--- src/sv/turtle_graphics_step_assert.svh ---
// Assertion macros for the turtle step RTL.
`ifndef TURTLE_GRAPHICS_STEP_ASSERT_SVH
`define TURTLE_GRAPHICS_STEP_ASSERT_SVH

// Checked on every clock edge outside reset.
`define TGS_ASSERT(label, prop, msg) \
    label: assert property (@(posedge clk) disable iff (!rst_n) prop) else $error(msg);

// Checked on every clock edge, reset included.
`define TGS_ASSERT_ALWAYS(label, prop, msg) \
    label: assert property (@(posedge clk) prop) else $error(msg);

`endif

--- src/sv/tgs_pkg.sv ---
// Types, constants and arithmetic helpers of the turtle step block.
package tgs_pkg;

    localparam int COORD_BITS     = 16;
    localparam int SINE_FRAC_BITS = 14;

    localparam int AMOUNT_W   = 16;
    localparam int HEADING_W  = 9;
    localparam int FIELD_W    = 16;
    localparam int SINE_W     = SINE_FRAC_BITS + 2;
    localparam int PROD_W     = AMOUNT_W + SINE_W;
    localparam int DELTA_W    = PROD_W - SINE_FRAC_BITS;
    localparam int SUM_W      = ((COORD_BITS > DELTA_W) ? COORD_BITS : DELTA_W) + 1;
    localparam int COORD_WIDE = (COORD_BITS > FIELD_W) ? COORD_BITS : FIELD_W;
    localparam int SINE_SHIFT = 30 - SINE_FRAC_BITS;
    localparam int TABLE_LAST = 90;

    localparam logic [HEADING_W-1:0] DEG_QUARTER = 9'd90;
    localparam logic [HEADING_W-1:0] DEG_HALF    = 9'd180;
    localparam logic [HEADING_W-1:0] DEG_3QUART  = 9'd270;
    localparam logic [HEADING_W-1:0] DEG_FULL    = 9'd360;

    // amount mod 360 via reciprocal multiply on the biased amount
    localparam int MOD_SHIFT              = 26;
    localparam int MOD_BIAS_W             = AMOUNT_W + 1;
    localparam int MOD_RECIP_W            = 18;
    localparam int MOD_PROD_W             = MOD_BIAS_W + MOD_RECIP_W;
    localparam int MOD_QUOT_W             = 8;
    localparam logic [MOD_RECIP_W-1:0] MOD_RECIP = MOD_RECIP_W'(((1 << MOD_SHIFT) + 359) / 360);
    localparam logic signed [MOD_BIAS_W:0] MOD_BIAS = 18'sd33120;

    localparam logic signed [COORD_BITS-1:0] RESET_X = COORD_BITS'(320);
    localparam logic signed [COORD_BITS-1:0] RESET_Y = COORD_BITS'(240);
    localparam logic [7:0]                   RESET_PEN_COLOR = 8'd1;

    localparam logic signed [SUM_W-1:0] SUM_COORD_MAX =
        SUM_W'((64'sd1 <<< (COORD_BITS - 1)) - 64'sd1);
    localparam logic signed [SUM_W-1:0] SUM_COORD_MIN = -SUM_COORD_MAX - SUM_W'(1);
    localparam logic signed [PROD_W-1:0] TRUNC_BIAS =
        PROD_W'((64'sd1 <<< SINE_FRAC_BITS) - 64'sd1);

    localparam logic [63:0] PI_Q30 = 64'd3373259426;
    localparam logic [63:0] TERM_DIV [1:10] =
        '{64'd6, 64'd20, 64'd42, 64'd72, 64'd110, 64'd156, 64'd210, 64'd272, 64'd342, 64'd420};

    typedef enum logic [2:0] {
        FUNC_FORWARD  = 3'd0,
        FUNC_RIGHT    = 3'd1,
        FUNC_LEFT     = 3'd2,
        FUNC_PEN_UP   = 3'd3,
        FUNC_PEN_DOWN = 3'd4,
        FUNC_HOME     = 3'd5,
        FUNC_CLEAR    = 3'd6
    } func_t;

    typedef enum logic [1:0] {
        CFG_HOME_X    = 2'd0,
        CFG_HOME_Y    = 2'd1,
        CFG_PEN_COLOR = 2'd2
    } cfg_index_t;

    typedef logic signed [COORD_BITS-1:0] coord_t;
    typedef logic [TABLE_LAST:0][SINE_W-1:0] sine_table_t;

    typedef struct packed {
        func_t                        func;
        logic signed [AMOUNT_W-1:0]   amount;
        logic [HEADING_W-1:0]         amount_mod;
    } item_t;

    typedef struct packed {
        logic [FIELD_W-1:0]   from_x;
        logic [FIELD_W-1:0]   from_y;
        logic [FIELD_W-1:0]   to_x;
        logic [FIELD_W-1:0]   to_y;
        logic [HEADING_W-1:0] heading_out;
        logic                 pen_is_down;
        logic                 draw_line;
        logic [7:0]           line_color;
        logic                 clear_screen;
    } result_t;

    // Q30 power series per whole degree of the first quadrant, rounded half up
    function automatic sine_table_t build_sine_table();
        sine_table_t tbl;
        logic [63:0] x;
        logic [63:0] sum;
        logic [63:0] term;
        tbl = '0;
        for (int d = 0; d <= TABLE_LAST; d++)
        begin
            x    = (64'(d) * PI_Q30) / 64'd180;
            sum  = x;
            term = x;
            for (int k = 1; k <= 10; k++)
            begin
                term = (term * x) >> 30;
                term = ((term * x) >> 30) / TERM_DIV[k];
                if (k[0])
                    sum = sum - term;
                else
                    sum = sum + term;
            end
            tbl[d] = SINE_W'((sum + (64'd1 << (SINE_SHIFT - 1))) >> SINE_SHIFT);
        end
        return tbl;
    endfunction

    localparam sine_table_t SINE_TABLE = build_sine_table();

    // fold a heading 0..359 into the quadrant table
    function automatic logic signed [SINE_W-1:0] sine_of(input logic [HEADING_W-1:0] deg);
        logic [HEADING_W-1:0]    r;
        logic [6:0]              idx;
        logic                    neg;
        logic signed [SINE_W-1:0] mag;
        if (deg >= DEG_3QUART)
        begin
            r   = deg - DEG_3QUART;
            idx = 7'(DEG_QUARTER - r);
            neg = 1'b1;
        end
        else if (deg >= DEG_HALF)
        begin
            r   = deg - DEG_HALF;
            idx = 7'(r);
            neg = 1'b1;
        end
        else if (deg >= DEG_QUARTER)
        begin
            r   = DEG_HALF - deg;
            idx = 7'(r);
            neg = 1'b0;
        end
        else
        begin
            r   = deg;
            idx = 7'(r);
            neg = 1'b0;
        end
        mag = $signed(SINE_TABLE[idx]);
        return neg ? -mag : mag;
    endfunction

    // amount * sine / 2^F, truncated toward zero
    function automatic logic signed [DELTA_W-1:0] scaled(
        input logic signed [AMOUNT_W-1:0] amount,
        input logic signed [SINE_W-1:0]   sine
    );
        logic signed [PROD_W-1:0] p;
        p = PROD_W'(amount) * PROD_W'(sine);
        if (p < 0)
            p = p + TRUNC_BIAS;
        return DELTA_W'(p >>> SINE_FRAC_BITS);
    endfunction

    function automatic coord_t clamp_coord(input logic signed [SUM_W-1:0] v);
        if (v > SUM_COORD_MAX)
            return COORD_BITS'(SUM_COORD_MAX);
        else if (v < SUM_COORD_MIN)
            return COORD_BITS'(SUM_COORD_MIN);
        else
            return COORD_BITS'(v);
    endfunction

    function automatic logic [FIELD_W-1:0] to_field(input coord_t v);
        logic signed [COORD_WIDE-1:0] w;
        w = COORD_WIDE'(v);
        return w[FIELD_W-1:0];
    endfunction

endpackage

--- src/sv/tgs_in_stage.sv ---
// Input register of the turtle step block, with amount reduced modulo 360.
module tgs_in_stage
(
    input  logic                           clk,
    input  logic                           rst_n,
    input  logic                           s_tvalid,
    output logic                           s_tready,
    input  logic [2:0]                     func,
    input  logic signed [tgs_pkg::AMOUNT_W-1:0] amount,
    input  logic                           take,
    output logic                           item_vld,
    output tgs_pkg::item_t                 item
);

    logic                                   vld_reg;
    tgs_pkg::item_t                         item_reg;
    tgs_pkg::item_t                         item_next;
    logic signed [tgs_pkg::MOD_BIAS_W:0]    amt_wide;
    logic [tgs_pkg::MOD_BIAS_W-1:0]         amt_bias;
    logic [tgs_pkg::MOD_PROD_W-1:0]         mod_prod;
    logic [tgs_pkg::MOD_QUOT_W-1:0]         mod_quot;
    logic [tgs_pkg::MOD_BIAS_W-1:0]         mod_back;

    // bias by a multiple of 360 so the reduction works on a positive value
    always_comb
    begin
        amt_wide = (tgs_pkg::MOD_BIAS_W + 1)'(amount) + tgs_pkg::MOD_BIAS;
        amt_bias = tgs_pkg::MOD_BIAS_W'(amt_wide);
        mod_prod = tgs_pkg::MOD_PROD_W'(amt_bias) * tgs_pkg::MOD_PROD_W'(tgs_pkg::MOD_RECIP);
        mod_quot = tgs_pkg::MOD_QUOT_W'(mod_prod >> tgs_pkg::MOD_SHIFT);
        mod_back = tgs_pkg::MOD_BIAS_W'(mod_quot) * tgs_pkg::MOD_BIAS_W'(tgs_pkg::DEG_FULL);
        item_next.func       = tgs_pkg::func_t'(func);
        item_next.amount     = amount;
        item_next.amount_mod = tgs_pkg::HEADING_W'(amt_bias - mod_back);
    end

    assign s_tready = !vld_reg || take;
    assign item_vld = vld_reg;
    assign item     = item_reg;

    always_ff @(posedge clk or negedge rst_n)
    begin
        if (!rst_n)
            vld_reg <= 1'b0;
        else if (s_tvalid && s_tready)
            vld_reg <= 1'b1;
        else if (take)
            vld_reg <= 1'b0;
    end

    always_ff @(posedge clk)
    begin
        if (s_tvalid && s_tready)
            item_reg <= item_next;
    end

endmodule

--- src/sv/tgs_core.sv ---
// Turtle state, configuration registers, command datapath and result register.
module tgs_core
(
    input  logic                clk,
    input  logic                rst_n,
    input  logic                cfg_we,
    input  logic [1:0]          cfg_index,
    input  logic [15:0]         cfg_wdata,
    input  logic                item_vld,
    input  tgs_pkg::item_t      item,
    output logic                take,
    output logic                out_vld,
    input  logic                out_ready,
    output tgs_pkg::result_t    result
);

    logic signed [15:0]                      home_x_reg;
    logic signed [15:0]                      home_y_reg;
    logic [7:0]                              pen_color_reg;
    tgs_pkg::coord_t                         pos_x_reg;
    tgs_pkg::coord_t                         pos_y_reg;
    tgs_pkg::coord_t                         pos_x_next;
    tgs_pkg::coord_t                         pos_y_next;
    logic [tgs_pkg::HEADING_W-1:0]           heading_reg;
    logic [tgs_pkg::HEADING_W-1:0]           heading_next;
    logic                                    pen_reg;
    logic                                    pen_next;
    logic                                    out_vld_reg;
    tgs_pkg::result_t                        result_reg;
    tgs_pkg::result_t                        result_next;
    logic [tgs_pkg::HEADING_W-1:0]           cos_angle;
    logic signed [tgs_pkg::SINE_W-1:0]       sin_h;
    logic signed [tgs_pkg::SINE_W-1:0]       cos_h;
    logic signed [tgs_pkg::DELTA_W-1:0]      dx;
    logic signed [tgs_pkg::DELTA_W-1:0]      dy;
    logic signed [tgs_pkg::SUM_W-1:0]        sum_x;
    logic signed [tgs_pkg::SUM_W-1:0]        sum_y;
    logic [tgs_pkg::HEADING_W:0]             turn_r;
    logic signed [tgs_pkg::HEADING_W+1:0]    turn_l;
    logic                                    draw;
    logic                                    clr;

    assign take    = item_vld && (!out_vld_reg || out_ready);
    assign out_vld = out_vld_reg;
    assign result  = result_reg;

    always_comb
    begin
        cos_angle = (heading_reg >= tgs_pkg::DEG_3QUART) ? heading_reg - tgs_pkg::DEG_3QUART
                                                         : heading_reg + tgs_pkg::DEG_QUARTER;
        sin_h = tgs_pkg::sine_of(heading_reg);
        cos_h = tgs_pkg::sine_of(cos_angle);
        dx    = tgs_pkg::scaled(item.amount, sin_h);
        dy    = tgs_pkg::scaled(item.amount, cos_h);
        sum_x = tgs_pkg::SUM_W'(pos_x_reg) + tgs_pkg::SUM_W'(dx);
        sum_y = tgs_pkg::SUM_W'(pos_y_reg) - tgs_pkg::SUM_W'(dy);
        turn_r = (tgs_pkg::HEADING_W + 1)'(heading_reg) + (tgs_pkg::HEADING_W + 1)'(item.amount_mod);
        turn_l = $signed({2'b00, heading_reg}) - $signed({2'b00, item.amount_mod});

        pos_x_next   = pos_x_reg;
        pos_y_next   = pos_y_reg;
        heading_next = heading_reg;
        pen_next     = pen_reg;
        draw         = 1'b0;
        clr          = 1'b0;

        unique case (item.func) inside
            tgs_pkg::FUNC_FORWARD:
            begin
                pos_x_next = tgs_pkg::clamp_coord(sum_x);
                pos_y_next = tgs_pkg::clamp_coord(sum_y);
                draw       = pen_reg;
            end
            tgs_pkg::FUNC_RIGHT:
            begin
                if (turn_r >= (tgs_pkg::HEADING_W + 1)'(tgs_pkg::DEG_FULL))
                    heading_next = tgs_pkg::HEADING_W'(turn_r - (tgs_pkg::HEADING_W + 1)'(tgs_pkg::DEG_FULL));
                else
                    heading_next = tgs_pkg::HEADING_W'(turn_r);
            end
            tgs_pkg::FUNC_LEFT:
            begin
                if (turn_l < 0)
                    heading_next = tgs_pkg::HEADING_W'(turn_l + $signed({2'b00, tgs_pkg::DEG_FULL}));
                else
                    heading_next = tgs_pkg::HEADING_W'(turn_l);
            end
            tgs_pkg::FUNC_PEN_UP:
                pen_next = 1'b0;
            tgs_pkg::FUNC_PEN_DOWN:
                pen_next = 1'b1;
            tgs_pkg::FUNC_HOME, tgs_pkg::FUNC_CLEAR:
            begin
                pos_x_next   = tgs_pkg::clamp_coord(tgs_pkg::SUM_W'(home_x_reg));
                pos_y_next   = tgs_pkg::clamp_coord(tgs_pkg::SUM_W'(home_y_reg));
                heading_next = '0;
                clr          = (item.func == tgs_pkg::FUNC_CLEAR);
            end
            default:
            begin
                // unused code: report the state unchanged
            end
        endcase

        result_next.from_x       = tgs_pkg::to_field(pos_x_reg);
        result_next.from_y       = tgs_pkg::to_field(pos_y_reg);
        result_next.to_x         = tgs_pkg::to_field(pos_x_next);
        result_next.to_y         = tgs_pkg::to_field(pos_y_next);
        result_next.heading_out  = heading_next;
        result_next.pen_is_down  = pen_next;
        result_next.draw_line    = draw;
        result_next.line_color   = draw ? pen_color_reg : 8'd0;
        result_next.clear_screen = clr;
    end

    always_ff @(posedge clk or negedge rst_n)
    begin
        if (!rst_n)
        begin
            home_x_reg    <= 16'sd320;
            home_y_reg    <= 16'sd240;
            pen_color_reg <= tgs_pkg::RESET_PEN_COLOR;
        end
        else if (cfg_we)
        begin
            unique case (tgs_pkg::cfg_index_t'(cfg_index))
                tgs_pkg::CFG_HOME_X:    home_x_reg    <= cfg_wdata;
                tgs_pkg::CFG_HOME_Y:    home_y_reg    <= cfg_wdata;
                tgs_pkg::CFG_PEN_COLOR: pen_color_reg <= cfg_wdata[7:0];
                default:
                begin
                    // no register at this index: drop the write
                end
            endcase
        end
    end

    always_ff @(posedge clk or negedge rst_n)
    begin
        if (!rst_n)
        begin
            pos_x_reg   <= tgs_pkg::RESET_X;
            pos_y_reg   <= tgs_pkg::RESET_Y;
            heading_reg <= '0;
            pen_reg     <= 1'b1;
        end
        else if (take)
        begin
            pos_x_reg   <= pos_x_next;
            pos_y_reg   <= pos_y_next;
            heading_reg <= heading_next;
            pen_reg     <= pen_next;
        end
    end

    always_ff @(posedge clk or negedge rst_n)
    begin
        if (!rst_n)
            out_vld_reg <= 1'b0;
        else if (take)
            out_vld_reg <= 1'b1;
        else if (out_ready)
            out_vld_reg <= 1'b0;
    end

    always_ff @(posedge clk)
    begin
        if (take)
            result_reg <= result_next;
    end

`include "turtle_graphics_step_assert.svh"

    `TGS_ASSERT_ALWAYS(a_heading_range, heading_reg < tgs_pkg::DEG_FULL, "heading left 0..359")
    `TGS_ASSERT(a_take_fills_output, take |=> out_vld_reg, "taken item did not reach result register")
    `TGS_ASSERT(a_draw_needs_pen, out_vld_reg && result_reg.draw_line |-> result_reg.pen_is_down && !result_reg.clear_screen, "line drawn with pen up or on clear")
    `TGS_ASSERT(a_clear_is_home, out_vld_reg && result_reg.clear_screen |-> result_reg.heading_out == '0 && result_reg.line_color == 8'd0, "clear result not at home heading")

endmodule

--- src/sv/turtle_graphics_step.sv ---
// Turtle step block: one decoded turtle command per item, one result item per command.
//
// Accepts one command item per clock cycle unless the result stalls. The input register
// holds the item and its amount reduced modulo 360 (reciprocal multiply); then two lookups
// in the quadrant sine table, two 16 by 16 multiplies, the position add and clamp, and the
// heading update load the result register and the turtle state together. Back-to-back
// commands see the state left by the one before. A stalled result holds the pipeline;
// the user must write configuration while no item is in flight; the block does not enforce it.
module turtle_graphics_step
(
    input  logic        clk,
    input  logic        rst_n,
    input  logic        cfg_we,
    input  logic [1:0]  cfg_index,
    input  logic [15:0] cfg_wdata,
    input  logic        s_tvalid,
    output logic        s_tready,
    input  logic [15:0] s_tdata,   // [15:0] amount
    input  logic [2:0]  s_tuser,   // [2:0] func
    output logic        m_tvalid,
    input  logic        m_tready,
    output logic [87:0] m_tdata    // from_x, from_y, to_x, to_y, heading_out, pen_is_down,
                                   // draw_line, line_color, clear_screen, zero pad
);

    logic             take;
    logic             item_vld;
    tgs_pkg::item_t   item;
    tgs_pkg::result_t result;

    tgs_in_stage u_in_stage
    (
        .clk      (clk),
        .rst_n    (rst_n),
        .s_tvalid (s_tvalid),
        .s_tready (s_tready),
        .func     (s_tuser),
        .amount   (s_tdata),
        .take     (take),
        .item_vld (item_vld),
        .item     (item)
    );

    tgs_core u_core
    (
        .clk       (clk),
        .rst_n     (rst_n),
        .cfg_we    (cfg_we),
        .cfg_index (cfg_index),
        .cfg_wdata (cfg_wdata),
        .item_vld  (item_vld),
        .item      (item),
        .take      (take),
        .out_vld   (m_tvalid),
        .out_ready (m_tready),
        .result    (result)
    );

    assign m_tdata = {4'b0000, result.clear_screen, result.line_color, result.draw_line,
                      result.pen_is_down, result.heading_out, result.to_y, result.to_x,
                      result.from_y, result.from_x};

endmodule
--- config.mk ---
export PLATFORM = sky130hd
export DESIGN_NAME = turtle_graphics_step
export DESIGN_NICKNAME = d
export VERILOG_FILES = /design/src/sv/tgs_pkg.sv /design/src/sv/tgs_in_stage.sv /design/src/sv/tgs_core.sv /design/src/sv/turtle_graphics_step.sv
export VERILOG_INCLUDE_DIRS = /design/src /design/src/sv
export SDC_FILE = /design/constraint.sdc
export NUM_CORES = 2
export LEC_CHECK = 0
export ABC_AREA = 1
export BUFFER_PORTS_ARGS = -buffer_cell sky130_fd_sc_hd__buf_2
export CAP_MARGIN = 20
export CELL_PAD_IN_SITES_DETAIL_PLACEMENT = 0
export CELL_PAD_IN_SITES_GLOBAL_PLACEMENT = 1
export CORE_ASPECT_RATIO = 0.8
export CORE_UTILIZATION = 53
export CTS_BUF_LIST = sky130_fd_sc_hd__clkbuf_16
export DETAILED_ROUTE_END_ITERATION = 10
export MAX_ROUTING_LAYER = met4
export PLACE_DENSITY_LB_ADDON = 0.3
export RECOVER_POWER = 100
export SYNTH_ARGS = -nofsm -noshare
export SYNTH_HDL_FRONTEND = slang
export SYNTH_SLANG_ARGS = --single-unit
--- constraint.sdc ---
create_clock -name clk -period 26 [get_ports clk]
set_input_delay 3.9 -clock clk [delete_from_list [all_inputs] [get_ports clk]]
set_output_delay 3.9 -clock clk [all_outputs]
set_load 0.05 [all_outputs]
==> results.ini <==
[sta]
setup_viol = 0
finalCritPeriodShare_pct = 71.7
tns_ps = 0
hold_viol = 0
worst_pin_slew_ps = 4160
fmax_ghz = 0.0536
slew_headroom_pct = -177
rsz0062_at_grt = false
skew_ps = 24.1
fin_crit_ps = 18650
slew_violations = 465

[synthesis]
synth_seq_area_share_pct = 13.3
synth_top_area_share_pct = 30.5
synth-async-reset-ratio_pct = 43.5
ys_warn_count = 0
ys_top_cells_by_area = fa_1, ha_1, nand2_1, inv_1, edfxtp_1
synth_edf_count = 109
syn_avg_cell_area_um2 = 7.81
yosysUniqueCellTypes = 71
synth_seq_cells = 193
synth.cell_area_um2 = 40600
netlist_instances = 5191
synth-main-ff-cell = edfxtp_1
yosysTopAreaCell = fa_1

[grt]
grt_usage_pct = 33.2
grt_max_degree = 88
antenna_found_initial = 2
grt_pass1_vias = 34574
grt_pass1_wl_mm = 194
overflow = 0

[clock_network]
htreeDepth = 4
clk_pin_slew_ps = 90
cts-root-buf = clkbuf_16
cts_buffers = 17
post-cts-setup-buffer-count = 0
cts_hold_buf = 0
clock_sinks = 193
cts_resized = 0
cts_tree = done
worstSkewPairLatency_ps = 480
clockBufferDepth = 2

[final_layout]
largest_register_ffs = 84
final-seq-area_um2 = 5390
nFillCells = 7244
multiInputGateArea_um2 = 30300
nNetsFinal = 6258
drive_gt1_share_pct = 4.33
area_delta_synth_final_pct = 4.79

[routing]
wl_per_cell_um = 19.6
drc = 0
drt_iter0_drc = 3456
ant_nets = 0
via_per_inst = 5.52
wl_mm = 122
drt_pass1_iterations = 6
route.vias.total = 34509

[floorplan]
rows = 90
initial_core_util_pct = 53.7
die-area_um2 = 77600
chipWidth_um = 311
io_pins = 132
die_y_um = 249
coreArea_um2 = 75600

[critical_path]
critical-path-max-stage-delay_ps = 760
crit_family = simple AND/OR/NAND/NOR gates
critPathMaxFanout = 20
critPathRequiredTime_ps = 26140
path_buf_inv = 10
end_kind = register
worstSetupStartpointType = register
crit_path_frequent_cell = nand2_1
arrival_ps = 18790
slowest_stage = or2_0
path_class = register to register

[hold_path]
hp-class = register to register

[placement]
place.gp.congestion = 1.01
hpwl_mm = 98.8
place.port_buffers = 127

[outcome]
violations = max-capacitance violations, max-slew violations
status = complete, but fails checks

[job]
maxCapViolCount = 11

## path summary, 6_finish.rpt
path | startpoint | to | slack [ps] | cells past startpoint
max | u_core.heading_reg[1]$_DFFE_PN0P_ | u_core.result[47]$_DFFE_PP_ | 7360 | 74
min | u_core.pos_y_reg[0]$_DFFE_PN0P_ | u_core.result[52]$_DFFE_PP_ | 480 | 0
max reg2reg | u_core.heading_reg[1]$_DFFE_PN0P_ | u_core.result[47]$_DFFE_PP_ | 7360 | 74
min reg2reg | u_core.pos_y_reg[0]$_DFFE_PN0P_ | u_core.result[52]$_DFFE_PP_ | 480 | 0
max in group asynchronous | rst_n | u_core.pos_x_reg[2]$_DFFE_PN0P_ | 18260 | 2
min in group asynchronous | rst_n | u_core.out_vld$_DFFE_PN0P_ | 4030 | 1
## stage by stage
stage | area, um^2 | util, % | instances | hold slack (ps) | setup WS (ps)
after floorplan | 40600 | - | 5194 | 447 | 13250
after global placement | 42100 | 55.7 | 6217 | 463 | 8580
after detailed placement | 42100 | 55.7 | 6217 | 465 | 8770
after CTS | 42700 | 56.5 | 6249 | 486 | 8700
after global routing | 42500 | 56.2 | 6251 | 496 | 5710
final | 42500 | 56.2 | 6252 | 480 | 7360
## Yosys cell counts (4+ instances only)
library cell and n:
a211oi_1 5, a21boi_0 11, a21o_1 8, a21oi_1 176, a21oi_2 4, a31oi_1 4
and2_1 4, buf_1 19, buf_2 40, buf_4 20, buf_6 8, clkbuf_1 82
clkinv_1 9, dfrtp_1 70, dfstp_2 14, edfxtp_1 109, fa_1 617, ha_1 374
inv_1 1044, inv_2 35, nand2_1 1094, nand2_2 38, nand2_4 8, nand3_1 402
nand3_2 8, nand3b_1 8, nand4_1 36, nor2_1 396, nor2_2 14, nor3_1 30
nor4_1 8, o211ai_1 20, o21a_1 4, o21ai_0 183, o21ai_1 26, o21ai_2 4
o21bai_1 16, o22ai_1 5, o31ai_1 5, or2_2 9, or4_1 4, xnor2_1 61
xor2_1 121
## layout make-up
class	instances	area share, %
diodes	2	0.0118
clock buffers	17	1.00
clock inverters	15	0.439
inverters	1089	9.63
multi-input cells	3743	71.2
flip-flops and latches	193	12.7
well taps	1012	2.98
repair buffers	181	2.05
## routing by layer
metal / track usage, % / routed length (um) / vias up / share of wire [%]
met5: - / 0 / - / 0
met4: 7.67 / 3040 / 0 / 2.5
met3: 8.41 / 12300 / 182 / 10
met2: 46.8 / 51400 / 1443 / 42
met1: 47.8 / 55600 / 16785 / 45
li1: - / - / 16099 / -
## placed cells by master (no fill, tap or decap), types with 13 or more instances in the layout
cell type  instances
o21bai_1          16
clkbuf_16         17
buf_4             44
fa_1             617
nor2_2            13
o211ai_1          20
nand4_1           36
nand2_1         1097
buf_2             22
ha_1             374
nand2_2           35
inv_2             30
inv_1           1048
o21ai_1           26
dfrtp_1           70
nor3_1            30
xor2_1           121
o21ai_0          182
clkbuf_1         115
nor2_1           397
a21oi_1          177
xnor2_1           61
edfxtp_1         109
nand3_1          401
## cells by family after synthesis
group           count (synthesis)  share of synthesized area (%)
flops                         193                           13.3
other cells                     1                        0.00925
buf+inv                      1258                           12.1
compound gates                496                           6.95
fa+ha+maj                     991                           42.0
simple gates                 2070                           21.7
xor+xnor                      182                           3.93
Power is left out: the tool's default activity adds up to more than one toggle a clock period on the data nets, which glitch-free logic cannot reach.
